[src/sv/lmh_pkg.sv]
package lmh_pkg;

  // Input and result transfers
  typedef struct packed {
    logic signed [31:0] latitude;
    logic signed [31:0] longitude;
    logic [3:0]         char_count;
  } in_item_t;

  typedef struct packed {
    logic       accepted;
    logic [7:0] field_lon_char;
    logic [7:0] field_lat_char;
    logic [7:0] square_lon_digit;
    logic [7:0] square_lat_digit;
    logic [7:0] subsquare_lon_char;
    logic [7:0] subsquare_lat_char;
    logic [7:0] extended_lon_digit;
    logic [7:0] extended_lat_digit;
  } out_item_t;

  // Per-item control that travels beside the data
  typedef struct packed {
    logic ok;
    logic has_square;
    logic has_subsquare;
    logic has_extended;
  } ctl_t;

  // Scaled coordinate (3 * shifted value / 16 or / 8) and cell count widths
  localparam int unsigned YW    = 30;
  localparam int unsigned CELLW = 16;

  // Raw digit widths
  localparam int unsigned FIELDW = 5;
  localparam int unsigned SQW    = 4;
  localparam int unsigned SUBW   = 5;
  localparam int unsigned EXTW   = 4;

  localparam logic [7:0] CHAR_UPPER_A = 8'h41;
  localparam logic [7:0] CHAR_LOWER_A = 8'h61;
  localparam logic [7:0] CHAR_ZERO    = 8'h30;

  localparam logic [7:0] FIELD_LAST  = 8'd17;
  localparam logic [7:0] SQUARE_LAST = 8'd9;

endpackage

[src/sv/lmh_prep.sv]
module lmh_prep (
  input  logic             clk,
  input  logic             en,
  input  lmh_pkg::in_item_t in_item,
  output logic [lmh_pkg::YW-1:0] y_lon_r,
  output logic [lmh_pkg::YW-1:0] y_lat_r,
  output lmh_pkg::ctl_t    ctl_r
);

  localparam logic signed [31:0] LAT_LIM   = 32'sd900000000;
  localparam logic signed [31:0] LON_LIM   = 32'sd1800000000;
  localparam logic [30:0]        LAT_SPAN  = 31'd1800000000;
  localparam logic [30:0]        LAT_CLAMP = 31'd1799999990;
  localparam logic [31:0]        LON_SPAN  = 32'd3600000000;
  localparam logic [31:0]        LON_CLAMP = 32'd3599999990;

  logic              coord_ok;
  logic              len_ok;
  logic [32:0]       lat_sum;
  logic [32:0]       lon_sum;
  logic [30:0]       lat_cl;
  logic [31:0]       lon_cl;
  logic [32:0]       lat3;
  logic [33:0]       lon3;
  logic [lmh_pkg::YW-1:0] y_lon_nxt;
  logic [lmh_pkg::YW-1:0] y_lat_nxt;
  lmh_pkg::ctl_t     ctl_nxt;

  always_comb begin
    coord_ok = (in_item.latitude >= -LAT_LIM) && (in_item.latitude <= LAT_LIM) &&
               (in_item.longitude >= -LON_LIM) && (in_item.longitude <= LON_LIM);
    case (in_item.char_count)
      4'd2, 4'd4, 4'd6, 4'd8: len_ok = 1'b1;
      default:                len_ok = 1'b0;
    endcase

    // Shift into positive space
    lat_sum = {in_item.latitude[31], in_item.latitude} + 33'd900000000;
    lon_sum = {in_item.longitude[31], in_item.longitude} + 33'd1800000000;

    // Clamp at the pole and the antimeridian
    lat_cl = (lat_sum[30:0] >= LAT_SPAN) ? LAT_CLAMP : lat_sum[30:0];
    lon_cl = (lon_sum[31:0] >= LON_SPAN) ? LON_CLAMP : lon_sum[31:0];

    // cells = 3*sh / 250000 (lon) and 3*sh / 125000 (lat); take the
    // power-of-two part of the divisor here, leaving / 15625
    lat3 = {2'b00, lat_cl} + {1'b0, lat_cl, 1'b0};
    lon3 = {2'b00, lon_cl} + {1'b0, lon_cl, 1'b0};
    y_lat_nxt = lat3[32:3];
    y_lon_nxt = lon3[33:4];

    ctl_nxt.ok            = coord_ok && len_ok;
    ctl_nxt.has_square    = in_item.char_count >= 4'd4;
    ctl_nxt.has_subsquare = in_item.char_count >= 4'd6;
    ctl_nxt.has_extended  = in_item.char_count >= 4'd8;
  end

  always_ff @(posedge clk) begin
    if (en) begin
      y_lon_r <= y_lon_nxt;
      y_lat_r <= y_lat_nxt;
      ctl_r   <= ctl_nxt;
    end
  end

endmodule

[src/sv/lmh_cell_div.sv]
module lmh_cell_div (
  input  logic                      clk,
  input  logic [1:0]                en,
  input  logic [lmh_pkg::YW-1:0]    y,
  output logic [lmh_pkg::CELLW-1:0] cells_r
);

  // floor(y / 15625) by reciprocal: estimate is exact or one low
  localparam logic [16:0] RECIP    = 17'd68719;
  localparam logic [13:0] DIVISOR  = 14'd15625;
  localparam int unsigned PW       = lmh_pkg::YW + 17;

  logic [PW-1:0]                prod;
  logic [lmh_pkg::CELLW-1:0]    qe_nxt;
  logic [lmh_pkg::CELLW-1:0]    qe_r;
  logic [lmh_pkg::YW-1:0]       y_r;
  logic [lmh_pkg::YW-1:0]       qm;
  logic [lmh_pkg::YW-1:0]       rem;
  logic [lmh_pkg::CELLW-1:0]    cells_nxt;

  always_comb begin
    prod   = PW'(y) * PW'(RECIP);
    qe_nxt = prod[lmh_pkg::YW +: lmh_pkg::CELLW];
  end

  always_ff @(posedge clk) begin
    if (en[0]) begin
      qe_r <= qe_nxt;
      y_r  <= y;
    end
  end

  // Correct the estimate with one compare
  always_comb begin
    qm        = lmh_pkg::YW'(qe_r) * lmh_pkg::YW'(DIVISOR);
    rem       = y_r - qm;
    cells_nxt = qe_r + lmh_pkg::CELLW'(rem >= lmh_pkg::YW'(DIVISOR));
  end

  always_ff @(posedge clk) begin
    if (en[1]) begin
      cells_r <= cells_nxt;
    end
  end

endmodule

[src/sv/lmh_digits.sv]
module lmh_digits (
  input  logic                       clk,
  input  logic [3:0]                 en,
  input  logic [lmh_pkg::CELLW-1:0]  cells,
  output logic [lmh_pkg::FIELDW-1:0] field_r,
  output logic [lmh_pkg::SQW-1:0]    square_r,
  output logic [lmh_pkg::SUBW-1:0]   sub_r,
  output logic [lmh_pkg::EXTW-1:0]   ext_r
);

  // t = cells / 10, u = t / 24, field = u / 10, each by reciprocal,
  // exact over the cell range
  localparam logic [15:0] RECIP10  = 16'd52429;
  localparam logic [11:0] RECIP24  = 12'd2731;
  localparam logic [7:0]  RECIP10S = 8'd205;

  logic [31:0] p4;
  logic [24:0] p5;
  logic [15:0] p6;

  logic [lmh_pkg::CELLW-1:0]  c4_r;
  logic [12:0]                t4_r;
  logic [12:0]                t5_r;
  logic [7:0]                 u5_r;
  logic [lmh_pkg::EXTW-1:0]   ext5_r;
  logic [7:0]                 u6_r;
  logic [lmh_pkg::FIELDW-1:0] f6_r;
  logic [lmh_pkg::SUBW-1:0]   sub6_r;
  logic [lmh_pkg::EXTW-1:0]   ext6_r;

  logic [12:0]                t4_nxt;
  logic [7:0]                 u5_nxt;
  logic [lmh_pkg::CELLW-1:0]  ext_full;
  logic [lmh_pkg::FIELDW-1:0] f6_nxt;
  logic [12:0]                sub_full;
  logic [7:0]                 sq_full;

  always_comb begin
    p4       = 32'(cells) * 32'(RECIP10);
    t4_nxt   = p4[31:19];
    p5       = 25'(t4_r) * 25'(RECIP24);
    u5_nxt   = p5[23:16];
    ext_full = c4_r - {t4_r, 3'b000} - {2'b00, t4_r, 1'b0};
    p6       = 16'(u5_r) * 16'(RECIP10S);
    f6_nxt   = p6[15:11];
    sub_full = t5_r - {u5_r, 4'b0000} - {2'b00, u5_r, 3'b000};
    sq_full  = u6_r - {f6_r, 3'b000} - {2'b00, f6_r, 1'b0};
  end

  always_ff @(posedge clk) begin
    if (en[0]) begin
      c4_r <= cells;
      t4_r <= t4_nxt;
    end
    if (en[1]) begin
      t5_r   <= t4_r;
      u5_r   <= u5_nxt;
      ext5_r <= ext_full[lmh_pkg::EXTW-1:0];
    end
    if (en[2]) begin
      u6_r   <= u5_r;
      f6_r   <= f6_nxt;
      sub6_r <= sub_full[lmh_pkg::SUBW-1:0];
      ext6_r <= ext5_r;
    end
    if (en[3]) begin
      field_r  <= f6_r;
      square_r <= sq_full[lmh_pkg::SQW-1:0];
      sub_r    <= sub6_r;
      ext_r    <= ext6_r;
    end
  end

endmodule

[src/sv/maidenhead_locator_encoder_unit.sv]
// Channel | Ports                              | Transfer when
// input   | in_valid, in_stall, in_data        | in_valid high, in_stall low
// result  | out_valid, out_stall, out_data     | out_valid high, out_stall low
//
// Seven register stages: one transfer in per cycle while in_stall is low.
// The throughput is one item per clock; the reciprocal multipliers of the
// cell division and the digit split set the stage boundaries.
// Reset (rst_n low, synchronous) empties every stage; data registers keep junk.
// A stall holds only the full stages from the output back; empty stages
// keep filling, so bubbles close up.
module maidenhead_locator_encoder_unit (
  input  logic               clk,
  input  logic               rst_n,
  input  logic               in_valid,
  output logic               in_stall,
  input  lmh_pkg::in_item_t  in_data,
  output logic               out_valid,
  input  logic               out_stall,
  output lmh_pkg::out_item_t out_data
);

  localparam int unsigned NSTG = 7;

  logic [NSTG-1:0] v_r;
  logic [NSTG-1:0] v_nxt;
  logic [NSTG-1:0] en;

  lmh_pkg::ctl_t ctl0;
  lmh_pkg::ctl_t ctl_r [1:NSTG-1];

  logic [lmh_pkg::YW-1:0]     y_lon;
  logic [lmh_pkg::YW-1:0]     y_lat;
  logic [lmh_pkg::CELLW-1:0]  cells_lon;
  logic [lmh_pkg::CELLW-1:0]  cells_lat;
  logic [lmh_pkg::FIELDW-1:0] field_lon;
  logic [lmh_pkg::FIELDW-1:0] field_lat;
  logic [lmh_pkg::SQW-1:0]    sq_lon;
  logic [lmh_pkg::SQW-1:0]    sq_lat;
  logic [lmh_pkg::SUBW-1:0]   sub_lon;
  logic [lmh_pkg::SUBW-1:0]   sub_lat;
  logic [lmh_pkg::EXTW-1:0]   ext_lon;
  logic [lmh_pkg::EXTW-1:0]   ext_lat;

  // A stage loads when it is empty or the one after it moves on
  always_comb begin
    en[NSTG-1] = !v_r[NSTG-1] || !out_stall;
    for (int k = NSTG - 2; k >= 0; k--) begin
      en[k] = !v_r[k] || en[k+1];
    end
    v_nxt[0] = en[0] ? in_valid : v_r[0];
    for (int k = 1; k < NSTG; k++) begin
      v_nxt[k] = en[k] ? v_r[k-1] : v_r[k];
    end
  end

  assign in_stall  = !en[0];
  assign out_valid = v_r[NSTG-1];

  always_ff @(posedge clk) begin
    if (!rst_n) begin
      v_r <= '0;
    end else begin
      v_r <= v_nxt;
    end
  end

  // Carry control alongside the data
  always_ff @(posedge clk) begin
    if (en[1]) begin
      ctl_r[1] <= ctl0;
    end
    for (int k = 2; k < NSTG; k++) begin
      if (en[k]) begin
        ctl_r[k] <= ctl_r[k-1];
      end
    end
  end

  // Stage 0: range check, shift, clamp, scale
  lmh_prep u_prep (
    .clk     (clk),
    .en      (en[0]),
    .in_item (in_data),
    .y_lon_r (y_lon),
    .y_lat_r (y_lat),
    .ctl_r   (ctl0)
  );

  // Stages 1-2: divide to cell counts
  lmh_cell_div u_div_lon (
    .clk     (clk),
    .en      (en[2:1]),
    .y       (y_lon),
    .cells_r (cells_lon)
  );

  lmh_cell_div u_div_lat (
    .clk     (clk),
    .en      (en[2:1]),
    .y       (y_lat),
    .cells_r (cells_lat)
  );

  // Stages 3-6: split into field, square, subsquare, extended
  lmh_digits u_dig_lon (
    .clk      (clk),
    .en       (en[6:3]),
    .cells    (cells_lon),
    .field_r  (field_lon),
    .square_r (sq_lon),
    .sub_r    (sub_lon),
    .ext_r    (ext_lon)
  );

  lmh_digits u_dig_lat (
    .clk      (clk),
    .en       (en[6:3]),
    .cells    (cells_lat),
    .field_r  (field_lat),
    .square_r (sq_lat),
    .sub_r    (sub_lat),
    .ext_r    (ext_lat)
  );

  // Form the characters from the output registers; drop unused positions
  always_comb begin
    lmh_pkg::ctl_t c;
    c = ctl_r[NSTG-1];
    out_data = '0;
    out_data.accepted = c.ok;
    if (c.ok) begin
      out_data.field_lon_char = lmh_pkg::CHAR_UPPER_A + 8'(field_lon);
      out_data.field_lat_char = lmh_pkg::CHAR_UPPER_A + 8'(field_lat);
      if (c.has_square) begin
        out_data.square_lon_digit = lmh_pkg::CHAR_ZERO + 8'(sq_lon);
        out_data.square_lat_digit = lmh_pkg::CHAR_ZERO + 8'(sq_lat);
      end
      if (c.has_subsquare) begin
        out_data.subsquare_lon_char = lmh_pkg::CHAR_LOWER_A + 8'(sub_lon);
        out_data.subsquare_lat_char = lmh_pkg::CHAR_LOWER_A + 8'(sub_lat);
      end
      if (c.has_extended) begin
        out_data.extended_lon_digit = lmh_pkg::CHAR_ZERO + 8'(ext_lon);
        out_data.extended_lat_digit = lmh_pkg::CHAR_ZERO + 8'(ext_lat);
      end
    end
  end

endmodule

[config.mk]
export PLATFORM = sky130hd
export DESIGN_NAME = maidenhead_locator_encoder_unit
export DESIGN_NICKNAME = d
export VERILOG_FILES = /design/src/sv/lmh_pkg.sv /design/src/sv/lmh_prep.sv /design/src/sv/lmh_cell_div.sv /design/src/sv/lmh_digits.sv /design/src/sv/maidenhead_locator_encoder_unit.sv
export SDC_FILE = /design/constraint.sdc
export NUM_CORES = 2
export LEC_CHECK = 0
export BUFFER_PORTS_ARGS = -buffer_cell sky130_fd_sc_hd__buf_4
export CELL_PAD_IN_SITES_DETAIL_PLACEMENT = 1
export CELL_PAD_IN_SITES_GLOBAL_PLACEMENT = 2
export CORE_MARGIN = 2
export CORE_UTILIZATION = 39
export DETAILED_ROUTE_END_ITERATION = 7
export PLACE_DENSITY_LB_ADDON = 0.1
export SETUP_SLACK_MARGIN = 0.2
export SLEW_MARGIN = 10
export SYNTH_ARGS = -nofsm -noshare
export SYNTH_HDL_FRONTEND = slang
export SYNTH_HIERARCHICAL = 1
export SYNTH_SLANG_ARGS = --single-unit
[constraint.sdc]
create_clock -name clk -period 8.26 [get_ports clk]
set_input_delay 1.652 -clock clk [delete_from_list [all_inputs] [get_ports clk]]
set_output_delay 1.652 -clock clk [all_outputs]
set_load 0.05 [all_outputs]
---- Yosys cells after proc, flatten, opt, wreduce, memory -nomap -nowiden ----
Memories as Yosys holds them, arrays and structs flattened.
Index checks and enable logic that the tools add are counted.
operators by class
  add/subtract/negate cells ............... 28
  $mul .................................... 10
  magnitude comparators ................... 11
  eq/ne operators ......................... 4
  multiplexer cells ....................... 19
  reduce and logical (&&, ||, !) cells .... 21
operators with widths
  kind                                                    count
  multiplier 30 x 17 -> 46 bit (second input constant)    2
  >= comparator 32 bit (second input constant)            2
  multiplier 16 x 16 -> 32 bit (second input constant)    2
  two-way mux 64 bit                                      1
  >= comparator 30 x 14 -> 1 bit (second input constant)  2
  multiplier 16 x 14 -> 30 bit (second input constant)    2
  subtractor 30 bit                                       2
  multiplier 13 x 12 -> 24 bit (second input constant)    2
  adder 32 x 33 -> 34 bit                                 1
  adder 31 x 32 -> 33 bit                                 1
  adder 16 x 1 -> 16 bit                                  2
  adder 32 bit (second input constant)                    1
  adder 7 x 5 -> 8 bit (first input constant)             4
  >= comparator 32 x 31 -> 1 bit (second input constant)  1
  <= comparator 32 x 31 -> 1 bit (second input constant)  1
  <= comparator 32 bit (second input constant)            1
  multiplier 8 x 8 -> 16 bit (second input constant)      2
  two-way mux 32 bit                                      1
  subtractor 4 bit                                        8
  adder 31 bit (second input constant)                    1
  >= comparator 31 bit (second input constant)            1
  two-way mux 31 bit                                      1
  two-way mux 15 bit                                      2
  adder 6 x 4 -> 7 bit (first input constant)             4
  12 further kinds                                        46
storage, ports and cells
  bits in registers ....................... 335
  RAM bits ................................ 24
  bits of input ports ..................... 72
  output and inout bits ................... 67
  logic and storage cells ................. 139
  memories ................................ 1
memories
  name   depth  width  read ports  clocked after Yosys merged registers in  wr ports  line                                   source
  ctl_r  6      4      6           0                                        6         maidenhead_locator_encoder_unit.sv:29  lmh_pkg::ctl_t ctl_r [1:NSTG-1];

---- Depth between registers and ports, before layout ----
  depth in word-level cells ............... 9
  depth in mapped cells ................... 29
  mapped depth without buffers ............ 28

---- By module ----
The synthesis kept the hierarchy.
by module, submodules not included
  module                           times used  cells an instance  area an instance (sq um)  sequential area each (sq um)
  lmh_cell_div                     2           1639               15947.8                   1861.8
  lmh_digits at u_dig_lat          1           989                10676.5                   2102.0
  lmh_digits at u_dig_lon          1           925                10351.2                   2102.0
  lmh_prep                         1           1070               8404.3                    1921.8
  maidenhead_locator_encoder_unit  1           156                1654.1                    860.8

---- Least setup slack after synthesis ----
No wires, ideal clock.
  path type ............................... reg2reg
  start point ............................. register u_div_lat/qe_r[1] in the netlist's numbering
  end point ............................... register u_div_lat/cells_r[14] in the netlist's numbering, data pin
  library setup time ...................... 0.262 ns
  arrival time ............................ 7.453 ns
  required time ........................... 7.998 ns
  setup slack ............................. 0.544 ns
  stages on the path, launching flop included .. 27
  buffers on the path ..................... 1
  period minus slack after synthesis ...... 7.716 ns
  path through ............................ edfxtp_1 inv_1 fa_1 fa_1 fa_1 inv_1 fa_1 fa_1 fa_1 inv_1 ha_1 buf_4 nand4_1 or4_1 o2111ai_1 or4_1 nor4_1 o21ai_1 a2111oi_2 nand4_1 nand3b_1 or4_1 ha_1 and3_1 and3_1 nand4_1 xnor2_1
between the ends
  longest elaborated chain between the ends .. 4
ends and longest elaborated chain
  item                               line                source
  start: declaration                 lmh_cell_div.sv:15  logic [lmh_pkg::CELLW-1:0] qe_r;
  start signal: assignment           lmh_cell_div.sv:28  qe_r <= qe_nxt;
  multiplier 16 x 14 -> 30 bit       lmh_cell_div.sv:35  qm = lmh_pkg::YW'(qe_r) * lmh_pkg::YW'(DIVISOR);
  subtractor 30 bit                  lmh_cell_div.sv:36  rem = y_r - qm;
  >= comparator 30 x 14 -> 1 bit     lmh_cell_div.sv:37  cells_nxt = qe_r + lmh_pkg::CELLW'(rem >= lmh_pkg::YW'(DIVISOR));
  adder 16 x 1 -> 16 bit (*)         lmh_cell_div.sv:37
  via u_div_lat.cells_nxt (one bit)  lmh_cell_div.sv:19  logic [lmh_pkg::CELLW-1:0] cells_nxt;
  end signal: assignment             lmh_cell_div.sv:42  cells_r <= cells_nxt;
  end: declaration                   lmh_cell_div.sv:5   output logic [lmh_pkg::CELLW-1:0] cells_r
The timed path passes the listed nets; every way through them passes the cells marked *.
A chain may end at the register's enable or synchronous reset.

---- Final worst setup path ----
  start point ............................. register u_div_lat/qe_r[4] in the netlist's numbering
  end point ............................... register u_div_lat/cells_r[12] in the netlist's numbering, data pin
The elaborated chain is that of the path after synthesis.

==> results.cfg <==
[clock_tree]
worst_skew_pair.late_latency_ns = 0.63
cts_inserted_buffers = 49
clock_path_buffers = 3
clock_sinks = 359
h-tree-depth = 2
clockRootBuffer = sky130_fd_sc_hd__clkbuf_16
cts_tree = done
holdBufCountCts = 0
clkTransAtPathRegs_ns = 0.06

[detailed_routing]
number_of_design_rule_violations_left_after_detail_routing = 0
firstDrtPassIters = 4
postRouteWirelength_um = 154100
routed_via_density = 4.884
antenna_violating_nets_post_route = 0
route.detailed.wl_per_inst_um = 17.55
detailroute.via_count = 42890
detailedRoute.firstIterationViolations = 1275

[timing]
max_slew.worst_pin.slew_ns = 1.180
grt_setup_unrepaired = true
final_setup_viols = 0
final.period_utilization = 0.9297
worst_slew_margin = 0.2108
clock.fmax_mhz = 130.2
clock-skew-final_ns = 0.02932
final_max_slew_viol_count = 0
finalCriticalPeriod_ns = 7.679
fin_tns_setup_ns = 0
timing.final.hold_violations = 0

[flow_run]
max_cap_violation_count = 0

[cells_and_area]
final_antenna_diode_count = 0
post_route_cells_drive_above_1_share = 0.05708
fillCellCount = 18227
finalNetCount = 8701
area_growth_syn_to_layout_pct = 8.701

[worst_setup_path]
cp-end-kind = register
crit_path_max_incr_delay_ns = 0.55
slowest_stage = sky130_fd_sc_hd__fa_1
crit_top_cell = sky130_fd_sc_hd__fa_1
arr_time_crit_path_ns = 8.03
cp_max_fo = 11
start_kind = register
critical_path_required_ns = 8.61
worstSetupPathType = reg2reg

[grt]
grt_pass1_wl_um = 254100
via_count_of_the_first_global_routing_pass = 48065
grt_start_max_net_pins = 62
antenna_found_initial = 1
grt_overflow_total = 0
grt_use_total = 0.1927

[synthesis]
synthSimpleGateAreaFrac = 0.07468
async_flop_share = 0
netlist_area_mm2 = 0.06298
largest_family_of_logic_cells_by_synthesized_area = adder cells
syn-mean-instance-area_um2 = 9.813
number_of_synthesized_flops_with_an_enable_pin = 352
synthFlopType = sky130_fd_sc_hd__edfxtp_1
synth.area.top_cells = sky130_fd_sc_hd__fa_1, sky130_fd_sc_hd__ha_1, sky130_fd_sc_hd__edfxtp_1, sky130_fd_sc_hd__inv_1, sky130_fd_sc_hd__xnor2_1
synth_seq_cells = 359
seq_area_frac_synth = 0.1701
synth_xor_area_frac = 0.04269
ys_types = 107
synth_compound_gate_area_share = 0.08842
yosysTopAreaCell = sky130_fd_sc_hd__fa_1
syn-instance-count = 6418
synthAdderAreaFrac = 0.5020
synthDominantCellAreaShare = 0.2549
synth_warnings = 6
muxShareOfSynthArea = 0.002583

[placement]
gpl_wtd_cong = 0.8438
post-dp-hpwl_um = 133900
port-buffer-count = 128

[floorplanning]
die_width_um = 405.9
core_area_mm2 = 0.1604
die-area_mm2 = 0.1647
die_height_um = 405.9
ioPinCount = 139
rows = 147
floorplan.initialDensity = 0.3927

[hold_path]
hp-class = reg2reg

[outcome]
outcome = finished clean
path summary, 6_finish.rpt:
path / from / endpoint / slack (ns) / cells past startpoint
min: u_dig_lat/ext6_r[3]$_DFFE_PP_ / u_dig_lat/ext_r[3]$_DFFE_PP_ / 0.42 / 0
max reg2reg: u_div_lat/qe_r[4]$_DFFE_PP_ / u_div_lat/cells_r[12]$_DFFE_PP_ / 0.58 / 29
min reg2reg: u_dig_lat/ext6_r[3]$_DFFE_PP_ / u_dig_lat/ext_r[3]$_DFFE_PP_ / 0.42 / 0
max: u_div_lat/qe_r[4]$_DFFE_PP_ / u_div_lat/cells_r[12]$_DFFE_PP_ / 0.58 / 29
sequential cells by signal, summed over array words and instances, names as in the netlist, 7 cells and up:
signal and count:
u_div_lon/qe_r 16, u_div_lon/y_r 30, u_dig_lon/t4_r 13, u_prep/y_lat_r 30, u_div_lat/y_r 30, u_dig_lon/u5_r 8
ctl_r 24, v_r 7, u_div_lat/cells_r 16, u_dig_lat/u5_r 8, u_div_lon/cells_r 16, u_dig_lat/t4_r 13
u_div_lat/qe_r 16, u_prep/y_lon_r 30
area by class of cell:
type,count,area [µm²],area share
sequential,359,10710,0.1564
inverter,1856,6972,0.1018
multi-input combinational,4109,44850,0.6551
timing repair buffer,209,1569,0.02292
clock inverter,31,375.4,0.005483
clock buffer,58,1281,0.01871
tap,2160,2703,0.03948
critical path: cells and delay by family (launching register included):
family	cells	cell delay [ns]
simple gates	6	1.53
fa+ha+maj	8	3.56
compound gates	6	1.17
buf+inv	7	0.60
flops	1	0.35
xor+xnor	2	0.17
routing by layer:
metal	global-route usage	up-vias	routed length, µm
li1	-	20992	-
met5	0	-	0
met2	0.3440	368	76030
met4	0.03907	0	2937
met3	0.01407	139	2928
met1	0.2557	21391	72230
cells in the mapped netlist, types with 54 or more instances:
| master | instances |
|---|---|
| sky130_fd_sc_hd__inv_1 | 1854 |
| sky130_fd_sc_hd__ha_1 | 1243 |
| sky130_fd_sc_hd__fa_1 | 802 |
| sky130_fd_sc_hd__edfxtp_1 | 352 |
| sky130_fd_sc_hd__a21oi_1 | 219 |
| sky130_fd_sc_hd__xnor2_1 | 211 |
| sky130_fd_sc_hd__nand2_1 | 203 |
| sky130_fd_sc_hd__nor2_1 | 187 |
| sky130_fd_sc_hd__o21ai_0 | 134 |
| sky130_fd_sc_hd__xor2_1 | 96 |
| sky130_fd_sc_hd__nand3_1 | 95 |
| sky130_fd_sc_hd__a21o_1 | 93 |
| sky130_fd_sc_hd__nand4_1 | 62 |
| sky130_fd_sc_hd__nand2b_1 | 55 |
| sky130_fd_sc_hd__nor3_1 | 54 |
layout by cell type, fill, tap and decap left out, drive strengths merged, types with 25 or more instances in the layout:
master	n
a21o	95
a21oi	225
a31oi	33
and2	37
and3	53
buf	209
clkbuf	58
edfxtp	352
fa	802
ha	1243
inv	1858
nand2	205
nand2b	55
nand3	95
nand4	62
nor2	188
nor2b	44
nor3	58
o211ai	29
o21a	41
o21ai	150
or3	25
xnor2	211
xor2	96
cell families (layout without fill, tap and decap cells):
family                     Yosys count  after routing
adders and majority gates         2046           2046
muxes                               16             16
AOI/OAI and AO/OA                  819            819
and+or+nand+nor                    911            911
other                                1             10
buffers and inverters             1959           2154
DFF                                359            359
xor gates and xnor gates           307            307
metrics by stage:
stage / hold WS [ns] / util / area [µm²] / std cells / setup slack, ns
final: 0.4156 / 0.4269 / 68460 / 8782 / 0.5808
after global routing: 0.4192 / 0.4269 / 68460 / 8782 / 0.1784
after CTS: 0.4159 / 0.4263 / 68370 / 8776 / 0.1891
after detailed placement: 0.4052 / 0.4159 / 66700 / 8687 / 0.01805
after global placement: 0.4008 / 0.4159 / 66700 / 8687 / 0.2023
after floorplan: 0.4003 / - / 63020 / 6427 / 0.5445
repair_timing:
action,in CTS,in global routing
pin swaps,0,10
resized for setup,7,16
setup endpoints to repair,8,18
setup buffers,0,6
gates cloned,0,0
Power is left out: the tool's default activity adds up to more than one toggle a clock period on the data nets, which glitch-free logic cannot reach.
